File: src/design/flow_leak_window_valve_lock_assert.svh
// Assertion macros shared by the flow leak window valve lock modules.
`ifndef FLOW_LEAK_WINDOW_VALVE_LOCK_ASSERT_SVH
`define FLOW_LEAK_WINDOW_VALVE_LOCK_ASSERT_SVH

// Same-cycle implication, sampled on clock, off during reset.
`define FLWV_ASSERT_NOW(lbl, ante, cons, msg) \
   lbl: assert property (@(posedge clock) disable iff (reset) (ante) |-> (cons)) \
      else $error(msg);

// Next-cycle implication, sampled on clock, off during reset.
`define FLWV_ASSERT_NEXT(lbl, ante, cons, msg) \
   lbl: assert property (@(posedge clock) disable iff (reset) (ante) |=> (cons)) \
      else $error(msg);

`endif

File: src/design/flwv_pkg.sv
// Package: types, constants and codes of the flow leak window valve lock.
`default_nettype none

package flwv_pkg;

   localparam int RING_SLOTS       = 256;
   localparam int SAMPLE_PERIOD_MS = 1000;
   localparam int MS_PER_SEC       = 1000;

   localparam int OP_W       = 3;
   localparam int PULSE_W    = 16;
   localparam int MASK_W     = 2;
   localparam int VALVE_W    = 2;
   localparam int THR_W      = 16;
   localparam int SEC_W      = 16;
   localparam int DURATION_W = 27;
   localparam int CSR_IDX_W  = 3;
   localparam int CSR_DATA_W = 27;

   localparam int PTR_W  = $clog2(RING_SLOTS);
   localparam int CNT_W  = $clog2(RING_SLOTS + 1);
   localparam int ADDR_W = PTR_W + 2;
   localparam int SUM_W  = PULSE_W + CNT_W;
   localparam int SPAN_W = SEC_W + $clog2(MS_PER_SEC + 1);
   localparam int END_W  = $clog2((RING_SLOTS + 1) * SAMPLE_PERIOD_MS + 1);
   localparam int CMP_W  = (SPAN_W > END_W) ? SPAN_W : END_W;

   localparam logic [OP_W-1:0] OP_CAPTURE  = 3'd0;
   localparam logic [OP_W-1:0] OP_TICK     = 3'd1;
   localparam logic [OP_W-1:0] OP_UNLOCK   = 3'd2;
   localparam logic [OP_W-1:0] OP_CLEAR    = 3'd3;
   localparam logic [OP_W-1:0] OP_REEVAL   = 3'd4;

   localparam logic [VALVE_W-1:0] VALVE_NONE  = 2'd0;
   localparam logic [VALVE_W-1:0] VALVE_OPEN  = 2'd1;
   localparam logic [VALVE_W-1:0] VALVE_CLOSE = 2'd2;

   localparam logic [CSR_IDX_W-1:0] CSR_LEAK1_THRESHOLD = 3'd0;
   localparam logic [CSR_IDX_W-1:0] CSR_LEAK1_WINDOW    = 3'd1;
   localparam logic [CSR_IDX_W-1:0] CSR_LEAK2_THRESHOLD = 3'd2;
   localparam logic [CSR_IDX_W-1:0] CSR_LEAK2_WINDOW    = 3'd3;
   localparam logic [CSR_IDX_W-1:0] CSR_TEMP_DURATION   = 3'd4;

   localparam logic [THR_W-1:0]      RST_LEAK1_THRESHOLD = 16'd100;
   localparam logic [SEC_W-1:0]      RST_LEAK1_WINDOW    = 16'd10;
   localparam logic [THR_W-1:0]      RST_LEAK2_THRESHOLD = 16'd1000;
   localparam logic [SEC_W-1:0]      RST_LEAK2_WINDOW    = 16'd60;
   localparam logic [DURATION_W-1:0] RST_TEMP_DURATION   = 27'd60000;

   localparam logic ALERT_TEMP = 1'b0;
   localparam logic ALERT_PERM = 1'b1;

   typedef struct packed {
      logic [OP_W-1:0]    op;
      logic [PULSE_W-1:0] pulse_count;
      logic [MASK_W-1:0]  unlock_mask;
   } flwv_req_type;

   typedef struct packed {
      logic [VALVE_W-1:0] valve_command;
      logic               temp_locked;
      logic               perm_locked;
      logic               leak1_since_report;
      logic               leak2_since_report;
   } flwv_rsp_type;

   typedef struct packed {
      logic latch;
      logic exec_op;
      logic walk_start;
      logic walk_sel;
      logic walk_step;
      logic drive;
      logic load_rsp;
   } flwv_cmd_type;

   typedef struct packed {
      logic [OP_W-1:0] op;
      logic            temp_locked;
      logic            perm_locked;
      logic            walk_done;
   } flwv_stat_type;

endpackage

`default_nettype wire

File: src/design/flwv_ram.sv
// Generic simple dual-port RAM: one write port, one registered read port.
`default_nettype none

module flwv_ram #(
   parameter int WIDTH = 16,
   parameter int DEPTH = 256
) (
   input  wire logic                     clock,
   input  wire logic                     wr_en,
   input  wire logic [$clog2(DEPTH)-1:0] wr_addr,
   input  wire logic [WIDTH-1:0]         wr_data,
   input  wire logic [$clog2(DEPTH)-1:0] rd_addr,
   output logic      [WIDTH-1:0]         rd_data
);

   logic [WIDTH-1:0] mem_ff [DEPTH];
   logic [WIDTH-1:0] rd_data_ff;

   always_ff @(posedge clock) begin
      if (wr_en) begin
         mem_ff[wr_addr] <= wr_data;
      end
      rd_data_ff <= mem_ff[rd_addr];
   end

   assign rd_data = rd_data_ff;

endmodule

`default_nettype wire

File: src/design/flwv_ctrl.sv
// Controller: sequences op execution, the two window walks and the result beat.
`default_nettype none

`include "flow_leak_window_valve_lock_assert.svh"

module flwv_ctrl
   import flwv_pkg::*;
(
   input  wire logic          clock,
   input  wire logic          reset,
   input  wire logic          req_valid,
   output logic               req_ready,
   output logic               rsp_valid,
   input  wire logic          rsp_ready,
   input  wire flwv_stat_type stat,
   output flwv_cmd_type       cmd
);

   typedef enum logic [2:0] {
      ST_IDLE,
      ST_DECODE,
      ST_START1,
      ST_WALK1,
      ST_START2,
      ST_WALK2,
      ST_DRIVE,
      ST_RESP
   } state_type;

   state_type state_ff, state_in;
   logic      rsp_valid_ff, rsp_valid_in;

   always_comb begin
      state_in     = state_ff;
      rsp_valid_in = rsp_valid_ff && !rsp_ready;
      cmd          = '0;
      unique case (state_ff)
         ST_IDLE: begin
            cmd.latch = req_valid;
            if (req_valid) begin
               state_in = ST_DECODE;
            end
         end
         ST_DECODE: begin
            cmd.exec_op = 1'b1;
            if (stat.op == OP_CAPTURE || stat.op == OP_REEVAL) begin
               state_in = ST_START1;
            end else begin
               state_in = ST_RESP;
            end
         end
         ST_START1: begin
            if (stat.temp_locked) begin
               state_in = ST_START2;
            end else begin
               cmd.walk_start = 1'b1;
               cmd.walk_sel   = ALERT_TEMP;
               state_in       = ST_WALK1;
            end
         end
         ST_WALK1: begin
            cmd.walk_step = 1'b1;
            cmd.walk_sel  = ALERT_TEMP;
            if (stat.walk_done) begin
               state_in = ST_START2;
            end
         end
         ST_START2: begin
            if (stat.perm_locked) begin
               state_in = ST_DRIVE;
            end else begin
               cmd.walk_start = 1'b1;
               cmd.walk_sel   = ALERT_PERM;
               state_in       = ST_WALK2;
            end
         end
         ST_WALK2: begin
            cmd.walk_step = 1'b1;
            cmd.walk_sel  = ALERT_PERM;
            if (stat.walk_done) begin
               state_in = ST_DRIVE;
            end
         end
         ST_DRIVE: begin
            cmd.drive = 1'b1;
            state_in  = ST_RESP;
         end
         ST_RESP: begin
            if (!rsp_valid_ff || rsp_ready) begin
               cmd.load_rsp = 1'b1;
               rsp_valid_in = 1'b1;
               state_in     = ST_IDLE;
            end
         end
         default: begin
            state_in = ST_IDLE;
         end
      endcase
   end

   always_ff @(posedge clock) begin
      if (reset) begin
         state_ff     <= ST_IDLE;
         rsp_valid_ff <= 1'b0;
      end else begin
         state_ff     <= state_in;
         rsp_valid_ff <= rsp_valid_in;
      end
   end

   assign req_ready = (state_ff == ST_IDLE);
   assign rsp_valid = rsp_valid_ff;

   `FLWV_ASSERT_NOW(a_load_free, cmd.load_rsp, !rsp_valid_ff || rsp_ready, "result overwritten")
   `FLWV_ASSERT_NOW(a_idle_no_walk, req_ready, !cmd.walk_step && !cmd.walk_start, "walk while idle")
   `FLWV_ASSERT_NEXT(a_walk1_exit, state_ff == ST_WALK1 && stat.walk_done,
                     state_ff == ST_START2, "alert 1 walk did not hand over")
   `FLWV_ASSERT_NEXT(a_accept_decode, req_valid && req_ready, state_ff == ST_DECODE,
                     "accepted beat not decoded")

endmodule

`default_nettype wire

File: src/design/flwv_datapath.sv
// Datapath: registers, capture ring, window walker, lock flags and valve command.
`default_nettype none

`include "flow_leak_window_valve_lock_assert.svh"

module flwv_datapath
   import flwv_pkg::*;
(
   input  wire logic                  clock,
   input  wire logic                  reset,
   input  wire flwv_req_type          req_data,
   input  wire logic                  csr_write,
   input  wire logic [CSR_IDX_W-1:0]  csr_index,
   input  wire logic [CSR_DATA_W-1:0] csr_data,
   input  wire flwv_cmd_type          cmd,
   output flwv_stat_type              stat,
   output flwv_rsp_type               rsp_data
);

   localparam logic [ADDR_W-1:0] SLOTS_X = ADDR_W'(RING_SLOTS);

   logic [THR_W-1:0]      leak1_threshold_ff;
   logic [SEC_W-1:0]      leak1_window_ff;
   logic [THR_W-1:0]      leak2_threshold_ff;
   logic [SEC_W-1:0]      leak2_window_ff;
   logic [DURATION_W-1:0] temp_duration_ff;

   logic [OP_W-1:0]    op_ff;
   logic [PULSE_W-1:0] pulse_ff;
   logic [MASK_W-1:0]  mask_ff;

   logic [PTR_W-1:0]      wp_ff, wp_in;
   logic [CNT_W-1:0]      stored_ff, stored_in;
   logic                  temp_ff, temp_in;
   logic                  perm_ff, perm_in;
   logic [DURATION_W-1:0] elapsed_ff, elapsed_in;
   logic                  alert1_ff, alert1_in;
   logic                  alert2_ff, alert2_in;
   logic                  closed_ff, closed_in;
   logic                  known_ff, known_in;
   logic [VALVE_W-1:0]    valve_ff, valve_in;
   flwv_rsp_type          rsp_ff;

   logic               walk_sel_ff, walk_sel_in;
   logic [CNT_W-1:0]   walk_k_ff, walk_k_in;
   logic [SUM_W-1:0]   sum_ff, sum_in;
   logic [END_W-1:0]   end_ff, end_in;
   logic [SPAN_W-1:0]  span_ff, span_in;

   logic                  ram_wr;
   logic [ADDR_W-1:0]     rd_dist;
   logic [PTR_W-1:0]      rd_addr;
   logic [PULSE_W-1:0]    rd_data;
   logic                  win_ok;
   logic                  walk_done;
   logic                  walk_trip;
   logic [THR_W-1:0]      thr_sel;
   logic [SEC_W-1:0]      sec_sel;
   logic                  drive_en;
   logic                  drive_want;
   logic [DURATION_W-1:0] elapsed_inc;

   flwv_ram #(
      .WIDTH (PULSE_W),
      .DEPTH (RING_SLOTS)
   ) u_ring (
      .clock   (clock),
      .wr_en   (ram_wr),
      .wr_addr (wp_ff),
      .wr_data (pulse_ff),
      .rd_addr (rd_addr),
      .rd_data (rd_data)
   );

   always_ff @(posedge clock) begin
      if (reset) begin
         leak1_threshold_ff <= RST_LEAK1_THRESHOLD;
         leak1_window_ff    <= RST_LEAK1_WINDOW;
         leak2_threshold_ff <= RST_LEAK2_THRESHOLD;
         leak2_window_ff    <= RST_LEAK2_WINDOW;
         temp_duration_ff   <= RST_TEMP_DURATION;
      end else if (csr_write) begin
         unique case (csr_index)
            CSR_LEAK1_THRESHOLD: leak1_threshold_ff <= csr_data[THR_W-1:0];
            CSR_LEAK1_WINDOW:    leak1_window_ff    <= csr_data[SEC_W-1:0];
            CSR_LEAK2_THRESHOLD: leak2_threshold_ff <= csr_data[THR_W-1:0];
            CSR_LEAK2_WINDOW:    leak2_window_ff    <= csr_data[SEC_W-1:0];
            CSR_TEMP_DURATION:   temp_duration_ff   <= csr_data[DURATION_W-1:0];
            default: begin
            end
         endcase
      end
   end

   always_comb begin
      thr_sel = (walk_sel_ff == ALERT_PERM) ? leak2_threshold_ff : leak1_threshold_ff;
      sec_sel = (cmd.walk_sel == ALERT_PERM) ? leak2_window_ff : leak1_window_ff;
      win_ok  = (walk_k_ff == '0) ||
                ((walk_k_ff < CNT_W'(RING_SLOTS)) &&
                 (CMP_W'(end_ff) <= CMP_W'(span_ff)));
      walk_done = !win_ok || (walk_k_ff >= stored_ff) || (rd_data == '0);
      walk_trip = !win_ok && (sum_ff >= SUM_W'(thr_sel));
      elapsed_inc = (elapsed_ff == '1) ? elapsed_ff : elapsed_ff + 1'b1;
   end

   always_comb begin
      wp_in       = wp_ff;
      stored_in   = stored_ff;
      temp_in     = temp_ff;
      perm_in     = perm_ff;
      elapsed_in  = elapsed_ff;
      alert1_in   = alert1_ff;
      alert2_in   = alert2_ff;
      closed_in   = closed_ff;
      known_in    = known_ff;
      valve_in    = valve_ff;
      walk_sel_in = walk_sel_ff;
      walk_k_in   = walk_k_ff;
      sum_in      = sum_ff;
      end_in      = end_ff;
      span_in     = span_ff;
      ram_wr      = 1'b0;
      drive_en    = 1'b0;
      drive_want  = 1'b0;

      if (cmd.exec_op) begin
         valve_in = VALVE_NONE;
         unique case (op_ff)
            OP_CAPTURE: begin
               ram_wr = 1'b1;
               wp_in  = (wp_ff == PTR_W'(RING_SLOTS - 1)) ? '0 : wp_ff + 1'b1;
               if (stored_ff < CNT_W'(RING_SLOTS)) begin
                  stored_in = stored_ff + 1'b1;
               end
            end
            OP_TICK: begin
               if (temp_ff) begin
                  elapsed_in = elapsed_inc;
                  if (elapsed_inc >= temp_duration_ff) begin
                     temp_in    = 1'b0;
                     drive_en   = 1'b1;
                     drive_want = perm_ff;
                  end
               end
            end
            OP_UNLOCK: begin
               temp_in    = temp_ff && !mask_ff[0];
               perm_in    = perm_ff && !mask_ff[1];
               drive_en   = 1'b1;
               drive_want = (temp_ff && !mask_ff[0]) || (perm_ff && !mask_ff[1]);
            end
            OP_CLEAR: begin
               alert1_in = 1'b0;
               alert2_in = 1'b0;
            end
            default: begin
            end
         endcase
      end

      if (cmd.walk_start) begin
         walk_sel_in = cmd.walk_sel;
         walk_k_in   = '0;
         sum_in      = '0;
         end_in      = END_W'(SAMPLE_PERIOD_MS);
         span_in     = SPAN_W'(sec_sel) * SPAN_W'(MS_PER_SEC);
      end else if (cmd.walk_step) begin
         if (!walk_done) begin
            walk_k_in = walk_k_ff + 1'b1;
            sum_in    = sum_ff + SUM_W'(rd_data);
            end_in    = end_ff + END_W'(SAMPLE_PERIOD_MS);
         end else if (walk_trip) begin
            if (walk_sel_ff == ALERT_TEMP) begin
               temp_in    = 1'b1;
               elapsed_in = '0;
               alert1_in  = 1'b1;
            end else begin
               perm_in   = 1'b1;
               alert2_in = 1'b1;
            end
         end
      end

      if (cmd.drive) begin
         drive_en   = 1'b1;
         drive_want = temp_ff || perm_ff;
      end

      if (drive_en) begin
         known_in  = 1'b1;
         closed_in = drive_want;
         if (!known_ff) begin
            valve_in = drive_want ? VALVE_CLOSE : VALVE_NONE;
         end else if (drive_want != closed_ff) begin
            valve_in = drive_want ? VALVE_CLOSE : VALVE_OPEN;
         end else begin
            valve_in = VALVE_NONE;
         end
      end
   end

   always_comb begin
      rd_dist = ADDR_W'(wp_ff) + SLOTS_X - 1'b1 - ADDR_W'(walk_k_in);
      if (rd_dist >= SLOTS_X) begin
         rd_dist = rd_dist - SLOTS_X;
      end
      rd_addr = rd_dist[PTR_W-1:0];
   end

   always_ff @(posedge clock) begin
      if (reset) begin
         wp_ff      <= '0;
         stored_ff  <= '0;
         temp_ff    <= 1'b0;
         perm_ff    <= 1'b0;
         elapsed_ff <= '0;
         alert1_ff  <= 1'b0;
         alert2_ff  <= 1'b0;
         closed_ff  <= 1'b0;
         known_ff   <= 1'b0;
         walk_k_ff  <= '0;
      end else begin
         wp_ff      <= wp_in;
         stored_ff  <= stored_in;
         temp_ff    <= temp_in;
         perm_ff    <= perm_in;
         elapsed_ff <= elapsed_in;
         alert1_ff  <= alert1_in;
         alert2_ff  <= alert2_in;
         closed_ff  <= closed_in;
         known_ff   <= known_in;
         walk_k_ff  <= walk_k_in;
      end
   end

   always_ff @(posedge clock) begin
      valve_ff    <= valve_in;
      walk_sel_ff <= walk_sel_in;
      sum_ff      <= sum_in;
      end_ff      <= end_in;
      span_ff     <= span_in;
      if (cmd.latch) begin
         op_ff    <= req_data.op;
         pulse_ff <= req_data.pulse_count;
         mask_ff  <= req_data.unlock_mask;
      end
      if (cmd.load_rsp) begin
         rsp_ff.valve_command      <= valve_ff;
         rsp_ff.temp_locked        <= temp_ff;
         rsp_ff.perm_locked        <= perm_ff;
         rsp_ff.leak1_since_report <= alert1_ff;
         rsp_ff.leak2_since_report <= alert2_ff;
      end
   end

   assign stat.op          = op_ff;
   assign stat.temp_locked = temp_ff;
   assign stat.perm_locked = perm_ff;
   assign stat.walk_done   = walk_done;
   assign rsp_data         = rsp_ff;

   `FLWV_ASSERT_NOW(a_walk_bound, 1'b1, walk_k_ff <= CNT_W'(RING_SLOTS), "walk ran past ring")
   `FLWV_ASSERT_NOW(a_walk_stored, cmd.walk_step && !walk_done, walk_k_ff < stored_ff,
                    "walk read unwritten slot")
   `FLWV_ASSERT_NOW(a_stored_cap, 1'b1, stored_ff <= CNT_W'(RING_SLOTS), "stored count past ring")

endmodule

`default_nettype wire

File: src/design/flow_leak_window_valve_lock.sv
// Top level: flow leak window alerts with temporary and permanent valve locks.
//
// Usage: each req beat carries an op (capture, ms tick, unlock, clear flags,
// re-evaluate), a pulse count and an unlock mask; each req beat yields exactly
// one rsp beat with the valve command and the lock and since-report flags.
// The csr channel writes one of five registers by index; csr_ready is always
// high and writes belong to idle periods. An index beyond the list is dropped.
// Ticks, unlocks and flag clears go from req accept through decode to the
// rsp register. Captures and re-evaluations add two backward walks over the
// capture ring, one ring entry per cycle through the ring's registered read
// port, and a valve drive step before the rsp register; each walk sums at
// most RING_SLOTS entries.
// A walk is skipped while its own lock is set. One item is in work at a time;
// req_ready is high only while the controller is idle.
// Reset clears the pointers, locks, flags and valve history and loads the
// register defaults; the ring needs no clearing. A stalled rsp beat holds in
// the output register; the next req beat is still taken and worked, and its
// result waits until the stalled beat leaves.
`default_nettype none

module flow_leak_window_valve_lock
   import flwv_pkg::*;
(
   input  wire logic                  clock,
   input  wire logic                  reset,
   input  wire logic                  req_valid,
   output logic                       req_ready,
   input  wire flwv_req_type          req_data,
   output logic                       rsp_valid,
   input  wire logic                  rsp_ready,
   output flwv_rsp_type               rsp_data,
   input  wire logic                  csr_valid,
   output logic                       csr_ready,
   input  wire logic [CSR_IDX_W-1:0]  csr_index,
   input  wire logic [CSR_DATA_W-1:0] csr_data
);

   flwv_cmd_type  cmd;
   flwv_stat_type stat;

   assign csr_ready = 1'b1;

   flwv_ctrl u_ctrl (
      .clock     (clock),
      .reset     (reset),
      .req_valid (req_valid),
      .req_ready (req_ready),
      .rsp_valid (rsp_valid),
      .rsp_ready (rsp_ready),
      .stat      (stat),
      .cmd       (cmd)
   );

   flwv_datapath u_datapath (
      .clock     (clock),
      .reset     (reset),
      .req_data  (req_data),
      .csr_write (csr_valid && csr_ready),
      .csr_index (csr_index),
      .csr_data  (csr_data),
      .cmd       (cmd),
      .stat      (stat),
      .rsp_data  (rsp_data)
   );

endmodule

`default_nettype wire
File: config.mk
export PLATFORM = sky130hd
export DESIGN_NAME = flow_leak_window_valve_lock
export DESIGN_NICKNAME = d
export VERILOG_FILES = /design/src/design/flwv_pkg.sv /design/src/design/flwv_ram.sv /design/src/design/flwv_ctrl.sv /design/src/design/flwv_datapath.sv /design/src/design/flow_leak_window_valve_lock.sv
export VERILOG_INCLUDE_DIRS = /design/src /design/src/design
export SDC_FILE = /design/constraint.sdc
export NUM_CORES = 2
export LEC_CHECK = 0
export BUFFER_PORTS_ARGS = -buffer_cell sky130_fd_sc_hd__buf_2
export CORE_AREA = 8 8 540 941
export CTS_CLUSTER_DIAMETER = 30
export DETAILED_ROUTE_END_ITERATION = 12
export DIE_AREA = 0 0 548 949
export PLACE_DENSITY = 0.58
export SYNTH_ARGS = -nofsm -noshare
export SYNTH_HDL_FRONTEND = slang
export SYNTH_SLANG_ARGS = --single-unit
File: constraint.sdc
create_clock -name clock -period 13.85 [get_ports clock]
set_input_delay 1.385 -clock clock [delete_from_list [all_inputs] [get_ports clock]]
set_output_delay 1.385 -clock clock [all_outputs]
set_load 0.005 [all_outputs]
* After elaboration in Yosys (flattened, before gate mapping)
Memory sizes are Yosys's and may differ from the RTL's. A register that Yosys moved wholly into a read port is not among the register bits.
Index checks and enable logic that the tools add are counted.
** Storage, ports and cells
- Register bits :: 250
- Memory bits (writable) :: 4096
- Input port bits :: 56
- Output and inout bits :: 9
- Word-level logic and storage cells :: 191
- Memories :: 1
** Memory list
- u_datapath.u_ring.mem_ff :: words 256, width 16, read ports 1, clocked after memory_dff 1, wr ports 1, RTL line flwv_ram.sv:16 : logic [WIDTH-1:0] mem_ff [DEPTH];
** Cells by class
- $add $sub $neg :: 10
- $mul :: 1
- $lt $le $gt $ge :: 7
- Equality and inequality tests :: 22
- Muxes and demuxes :: 86
- Bitwise operators :: 1
- Reduce and logical (&&, ||, !) cells :: 33
** Operator list (count)
- two-way mux 27 bit :: 9
- two-way mux 1 bit :: 49
- two-way mux 16 bit :: 2
- adder 27 x 1 -> 27 bit, second input constant :: 1
- == test 27 bit, second input constant :: 1
- greater-or-equal comparator 27 bit :: 1
- two-way mux 9 bit :: 3
- less-or-equal comparator 18 x 26 -> 1 bit :: 1
- adder 25 x 16 -> 25 bit :: 1
- greater-or-equal comparator 25 x 16 -> 1 bit :: 1
- one-hot mux 3 bit (8 select lines) :: 1
- multiplier 16 x 7 -> 23 bit, second input constant :: 1
- adder 18 x 10 -> 18 bit, second input constant :: 1
- adder 9 x 1 -> 9 bit, second input constant :: 2
- == test 3 x 2 -> 1 bit, second input constant :: 6
- == test 3 bit, second input constant :: 6
- less-than comparator 9 bit, second input constant :: 2
- two-way mux 2 bit :: 9
- two-way mux 3 bit :: 6
- zero test 16 bit :: 1
- two-way mux 8 bit :: 2
- AND reduction 2 bit :: 7
- adder 8 x 9 -> 10 bit, second input constant :: 1
- greater-or-equal comparator 10 x 9 -> 1 bit, second input constant :: 1
- other kinds (22) :: 45

* Longest topological paths before layout
- Depth after elaboration :: 12
- Gate-level depth with buffers :: 22
- Depth with buffers taken out :: 20

* Cells and area by module
From an unflattened synthesis, not the netlist that was laid out.
** Second synthesis, totals
- Cells, all modules :: 9064
- Area, all modules :: 174252.1 µm²
** By module, submodules not included
- flwv_ram :: times used 1, cells each 7360, area each 158714.7 µm², seq. area each 123318.3 µm²
- flwv_datapath :: times used 1, cells each 1654, area each 15150.8 µm², seq. area each 5395.2 µm²
- flwv_ctrl :: times used 1, cells each 48, area each 375.4 µm², seq. area each 80.1 µm²
- flow_leak_window_valve_lock :: times used 1, cells each 2, area each 11.3 µm², seq. area each 0.0 µm²

* Worst setup path after synthesis
No wires, ideal clock.
- Kind :: flip-flop to flip-flop
- From :: register u_ctrl.state_ff[1]
- To :: register u_datapath.span_ff[24], data pin
- Library setup time :: 258 ps
- Arrival time :: 5835 ps
- Required time :: 13592 ps
- Slack :: 7758 ps
- Stages on the path, launching flop included :: 21
- Path buffers :: 3
- Clock period less this slack :: 6092 ps
- Cells stage by stage :: dfxtp_1 clkbuf_1 a211o_1 clkbuf_1 clkbuf_1 mux2i_1 xor2_1 ha_1 inv_1 fa_1 fa_1 fa_1 inv_1 ha_1 a21oi_1 o21ai_0 o41ai_1 o21ai_0 a211oi_1 o21ai_1 xnor2_1
** Between the ends
- Word-level cells in the longest chain between the ends :: 4
- Elaborated cells between the ends (all ways) :: 6
- Classes of those cells :: 1 x mul; 3 x eq/ne; 2 x mux
** RTL lines
- start, declared :: RTL line flwv_ctrl.sv:30 : state_type state_ff, state_in;
- start signal, assigned :: RTL line flwv_ctrl.sv:106 : state_ff <= state_in;
- == test 3 bit / == test 3 x 2 -> 1 bit (equally long branches) :: RTL line flwv_ctrl.sv:37 : unique case (state_ff)
- one-hot mux 1 bit (3 select lines) (*) :: RTL line flwv_ctrl.sv:37
- two-way mux 16 bit (*) :: RTL line flwv_datapath.sv:97 : sec_sel = (cmd.walk_sel == ALERT_PERM) ? leak2_window_ff : leak1_window_ff;
- multiplier 16 x 7 -> 23 bit (*) :: RTL line flwv_datapath.sv:166 : span_in = SPAN_W'(sec_sel) * SPAN_W'(MS_PER_SEC);
- end signal, assigned :: RTL line flwv_datapath.sv:241 : span_ff <= span_in;
- end, declared :: RTL line flwv_datapath.sv:48 : logic [SPAN_W-1:0] span_ff, span_in;
Every way passes the cells marked *; elsewhere a longest branch is shown, timed or not.
A chain may end at the register's enable or synchronous reset.

* Worst setup path in the final report
- From :: register u_datapath.span_ff[7]
- To :: register u_datapath.u_ring.rd_data_ff[12], in the netlist u_datapath.u_ring.rd_data[12] (read register of u_datapath.u_ring.mem_ff)
** Between the ends
- Word-level cells in the longest chain between the ends :: 12
- Elaborated cells between the ends (all ways) :: 13
- Classes of those cells :: 2 x add/sub; 2 x order compare; 4 x mux; 5 x reduce/logical
** RTL lines
- less-or-equal comparator 18 x 26 -> 1 bit (*) :: RTL line flwv_datapath.sv:100 : (CMP_W'(end_ff) <= CMP_W'(span_ff)));
- logical AND 1 bit (*) :: RTL line flwv_datapath.sv:99 : ((walk_k_ff < CNT_W'(RING_SLOTS)) &&
- logical OR 1 bit (*) :: RTL line flwv_datapath.sv:98 : win_ok = (walk_k_ff == '0) ||
- zero test 1 bit (*) :: RTL line flwv_datapath.sv:101 : walk_done = !win_ok || (walk_k_ff >= stored_ff) || (rd_data == '0);
- logical OR 1 bit (*) (2 in series) :: RTL line flwv_datapath.sv:101
- two-way mux 9 bit (*) :: RTL line flwv_datapath.sv:168 : if (!walk_done) begin
- two-way mux 9 bit (*) :: RTL line flwv_datapath.sv:167 : end else if (cmd.walk_step) begin
- two-way mux 9 bit (*) :: RTL line flwv_datapath.sv:161 : if (cmd.walk_start) begin
- subtractor 10 x 9 -> 10 bit (*) :: RTL line flwv_datapath.sv:203 : rd_dist = ADDR_W'(wp_ff) + SLOTS_X - 1'b1 - ADDR_W'(walk_k_in);
- subtractor 8 x 1 -> 8 bit / greater-or-equal comparator 10 x 9 -> 1 bit (equally long branches) :: RTL line flwv_datapath.sv:205, flwv_datapath.sv:204
- two-way mux 8 bit (*) :: RTL line flwv_datapath.sv:204 : if (rd_dist >= SLOTS_X) begin
- end, declared :: RTL line flwv_ram.sv:17 : logic [WIDTH-1:0] rd_data_ff;
Marked as above.

==> out/results.ini <==
[status]
status=finished, violations left
violations=slew limit

[sta]
max_slew_margin=-0.0504
finClkSkew_ps=97.2
tightest_slew_ps=1580
post-route-period-util=0.655
whs_ps=431
setup_tns_ps=0
final_hold_viol_count=0
fmax_mhz=110
final.setup.worst_slack_ps=4780
grt_setup_unrepaired=no
setup_violations=0
slew_violations=48
min_period_ps=9070

[worst_setup_path]
worstPathRequired_ps=14640
cp-start-kind=register
arrival_ps=9860
cp_max_fo=85
crit_buf_inv=5
cp_common_cell=mux2i_1
critical_path.top_delay_family=multiplexers
endpoint_kind=register
max_stage_delay_ps=1100
cp_cell_sequence=inv_1 -> ha_1 -> a211oi_1 -> nor2_1 -> o311a_1 -> o32ai_4 -> and3_1 -> buf_4 -> xnor2_1 -> nand2_1 -> ha_4 -> fa_4 -> buf_4 -> buf_4 -> buf_12 -> mux4_2 -> mux4_2 -> mux2i_1 -> mux2i_1 -> mux2i_1 -> mux2i_1
worst-setup-path-type=register to register
cpMaxStageDelayCell=fa_4

[yosys]
synthFlopType=edfxtp_1
synth_area_um2=173000
synth_top_area_share=0.722
synth_area_leaders=edfxtp_1 72%, mux4_2 17%, dfxtp_1 2.4%
yosysSeqAreaShare=0.746
synthArstFlopShare=0
synth_fp_nets=8309
syn-instance-count=8056
yosysTopAreaCell=edfxtp_1
syn_avg_cell_area_um2=21.4
ys_warn_count=0
ys_types=80
synth_enable_flop_cells=4149
ys_ff_latch=4359

[global_route]
grtUsageTotal=0.179
grt_max_degree=179
grt_pass1_vias=87835
grt_overflow=0
grt_pass1_wl_um=668000
antenna_found_initial=12

[clocking]
clk_latency_ps=980
postCtsSetupBuffers=0
cts_hold_buffers=0
tritoncts=yes
cts_resized=0
clkSlewWorstSetupHoldPaths_ps=60
cts_max_level=5
clockBufferDepth=4
cts_buffers=469
clockRootBuffer=clkbuf_16
clock_sinks=4359

[placement]
port_buffers=63
dp_hpwl_um=286000
dp_worst_setup_slack_ps=4800
gp_congestion=0.827

[pwr]
total_power_mw=28.9
max-vdd-ir-drop_v=0.000128
powerDensity_nw_per_um2=145
p_leak_nw=65.2

[detailed_routing]
via_count=83977
wl_met3_um=24200
viasPerCell=5.40
wl_per_cell_um=30.7
maxUsedRoutingLayer=met5
first_pass_iters=8
wl_um=476000
drt_first_iter_violations=8206
met2WireLength_um=257000
ant_nets=0
drc_errors=0
detail_route.wirelength.met1_um=165000

[min_path]
hp-class=register to register

[die]
ios=65
start_util=0.349
core_area_um2=494000
fp.dieArea_um2=520000
die_w_um=548
die_y_um=949
rows=342

[job]
drv_cap=0

[finish]
finalNetCount=8844
drive_above_1_share=0.291
final_cell_mix=4149 x edfxtp_1, 1280 x mux4_2, 477 x clkbuf_16, 391 x buf_4, 348 x nor2_1
syn2layout_area_growth_pct=15.4
final_common_cell=edfxtp_1

## worst paths after layout
| check | from | end | slack (ps) | cells past startpoint |
|---|---|---|---|---|
| min | u_datapath.valve_ff[1]$_SDFFCE_PP0P_ | u_datapath.rsp_data[5]$_DFFE_PP_ | 430 | 0 |
| max | u_datapath.span_ff[7]$_DFFE_PP_ | u_datapath.u_ring.rd_data[12]$_DFF_P_ | 4780 | 21 |
| min reg2reg | u_datapath.valve_ff[1]$_SDFFCE_PP0P_ | u_datapath.rsp_data[5]$_DFFE_PP_ | 430 | 0 |
| max reg2reg | u_datapath.span_ff[7]$_DFFE_PP_ | u_datapath.u_ring.rd_data[12]$_DFF_P_ | 4780 | 21 |
## synth_stat cells, drive strengths merged, types with 3 or more instances
cell	n
and4	7
mux4	1280
nor3	34
or3	4
mux2	4
and2	7
nor4	12
xnor2	89
nand4	31
inv	152
a21oi	142
a311oi	3
o21bai	6
a21o	32
and3	22
nor3b	6
buf	142
mux2i	277
nand2b	13
nor2	373
o211ai	7
a211oi	15
ha	148
nand2	325
edfxtp	4149
a211o	9
a31oi	6
o21ai	33
clkbuf	266
fa	49
dfxtp	210
nor2b	25
nand3	61
xor2	39
o21a	9
or2	6
nand3b	25
## where the power goes
part,switching [mW],internal [mW],total (mW)
Combinational,0.913,0.442,1.35
Clock,5.51,7.44,12.9
Sequential,0.0467,14.6,14.6
## per-layer routing
layer | track usage | vias up
met5 | 0 | -
met4 | 0.0954 | 6
met3 | 0.0216 | 812
met2 | 0.332 | 2925
met1 | 0.199 | 45813
li1 | - | 34421
## layout make-up
class	count	area, um2
Inverter	152	571
Timing Repair Buffer	472	3620
Clock inverter	362	4040
Fill cell	43148	295000
Tap cell	6536	8180
Antenna cell	9	22.5
Clock buffer	515	12100
Sequential cell	4359	129000
Multi-Input combinational cell	3137	41900
## cells by family (layout without fill, tap and decap cells)
| family | Yosys count | after routing | synth area share |
|---|---|---|---|
| mux | 1561 | 1561 | 0.183 |
| fa+ha+maj | 198 | 198 | 0.0165 |
| simple gates | 958 | 958 | 0.0244 |
| xor+xnor | 128 | 128 | 0.00664 |
| buf+inv | 560 | 1501 | 0.0128 |
| compound gates | 291 | 291 | 0.0105 |
| other cells | 1 | 10 | 0.0000217 |
| flops | 4359 | 4359 | 0.746 |
## per-stage QoR
stage,instance area [um2],instances,util
2_1_floorplan,173000,8056,-
3_3_place_gp,183000,14655,0.370
3_5_place_dp,183000,14656,0.370
4_1_cts,199000,15533,0.403
5_1_grt,199000,15534,0.403
6_report,199000,15542,0.403
## state kept, by name (all words and copies together), names as in the netlist, 6 cells and up
signal                         cells
u_datapath.sum_ff                 25
u_datapath.span_ff                23
u_datapath.elapsed_ff             27
u_datapath.leak1_threshold_ff     16
u_datapath.leak1_window_ff        16
u_datapath.u_ring.rd_data         16
u_datapath.pulse_ff               16
u_datapath.wp_ff                   8
u_datapath.rsp_data                6
u_datapath.stored_ff               9
u_datapath.leak2_window_ff        16
u_datapath.temp_duration_ff       27
u_datapath.u_ring.mem_ff        4096
u_datapath.walk_k_ff               9
u_datapath.leak2_threshold_ff     16
u_datapath.end_ff                 15
Note: power is estimated with default switching activity, not from simulation.
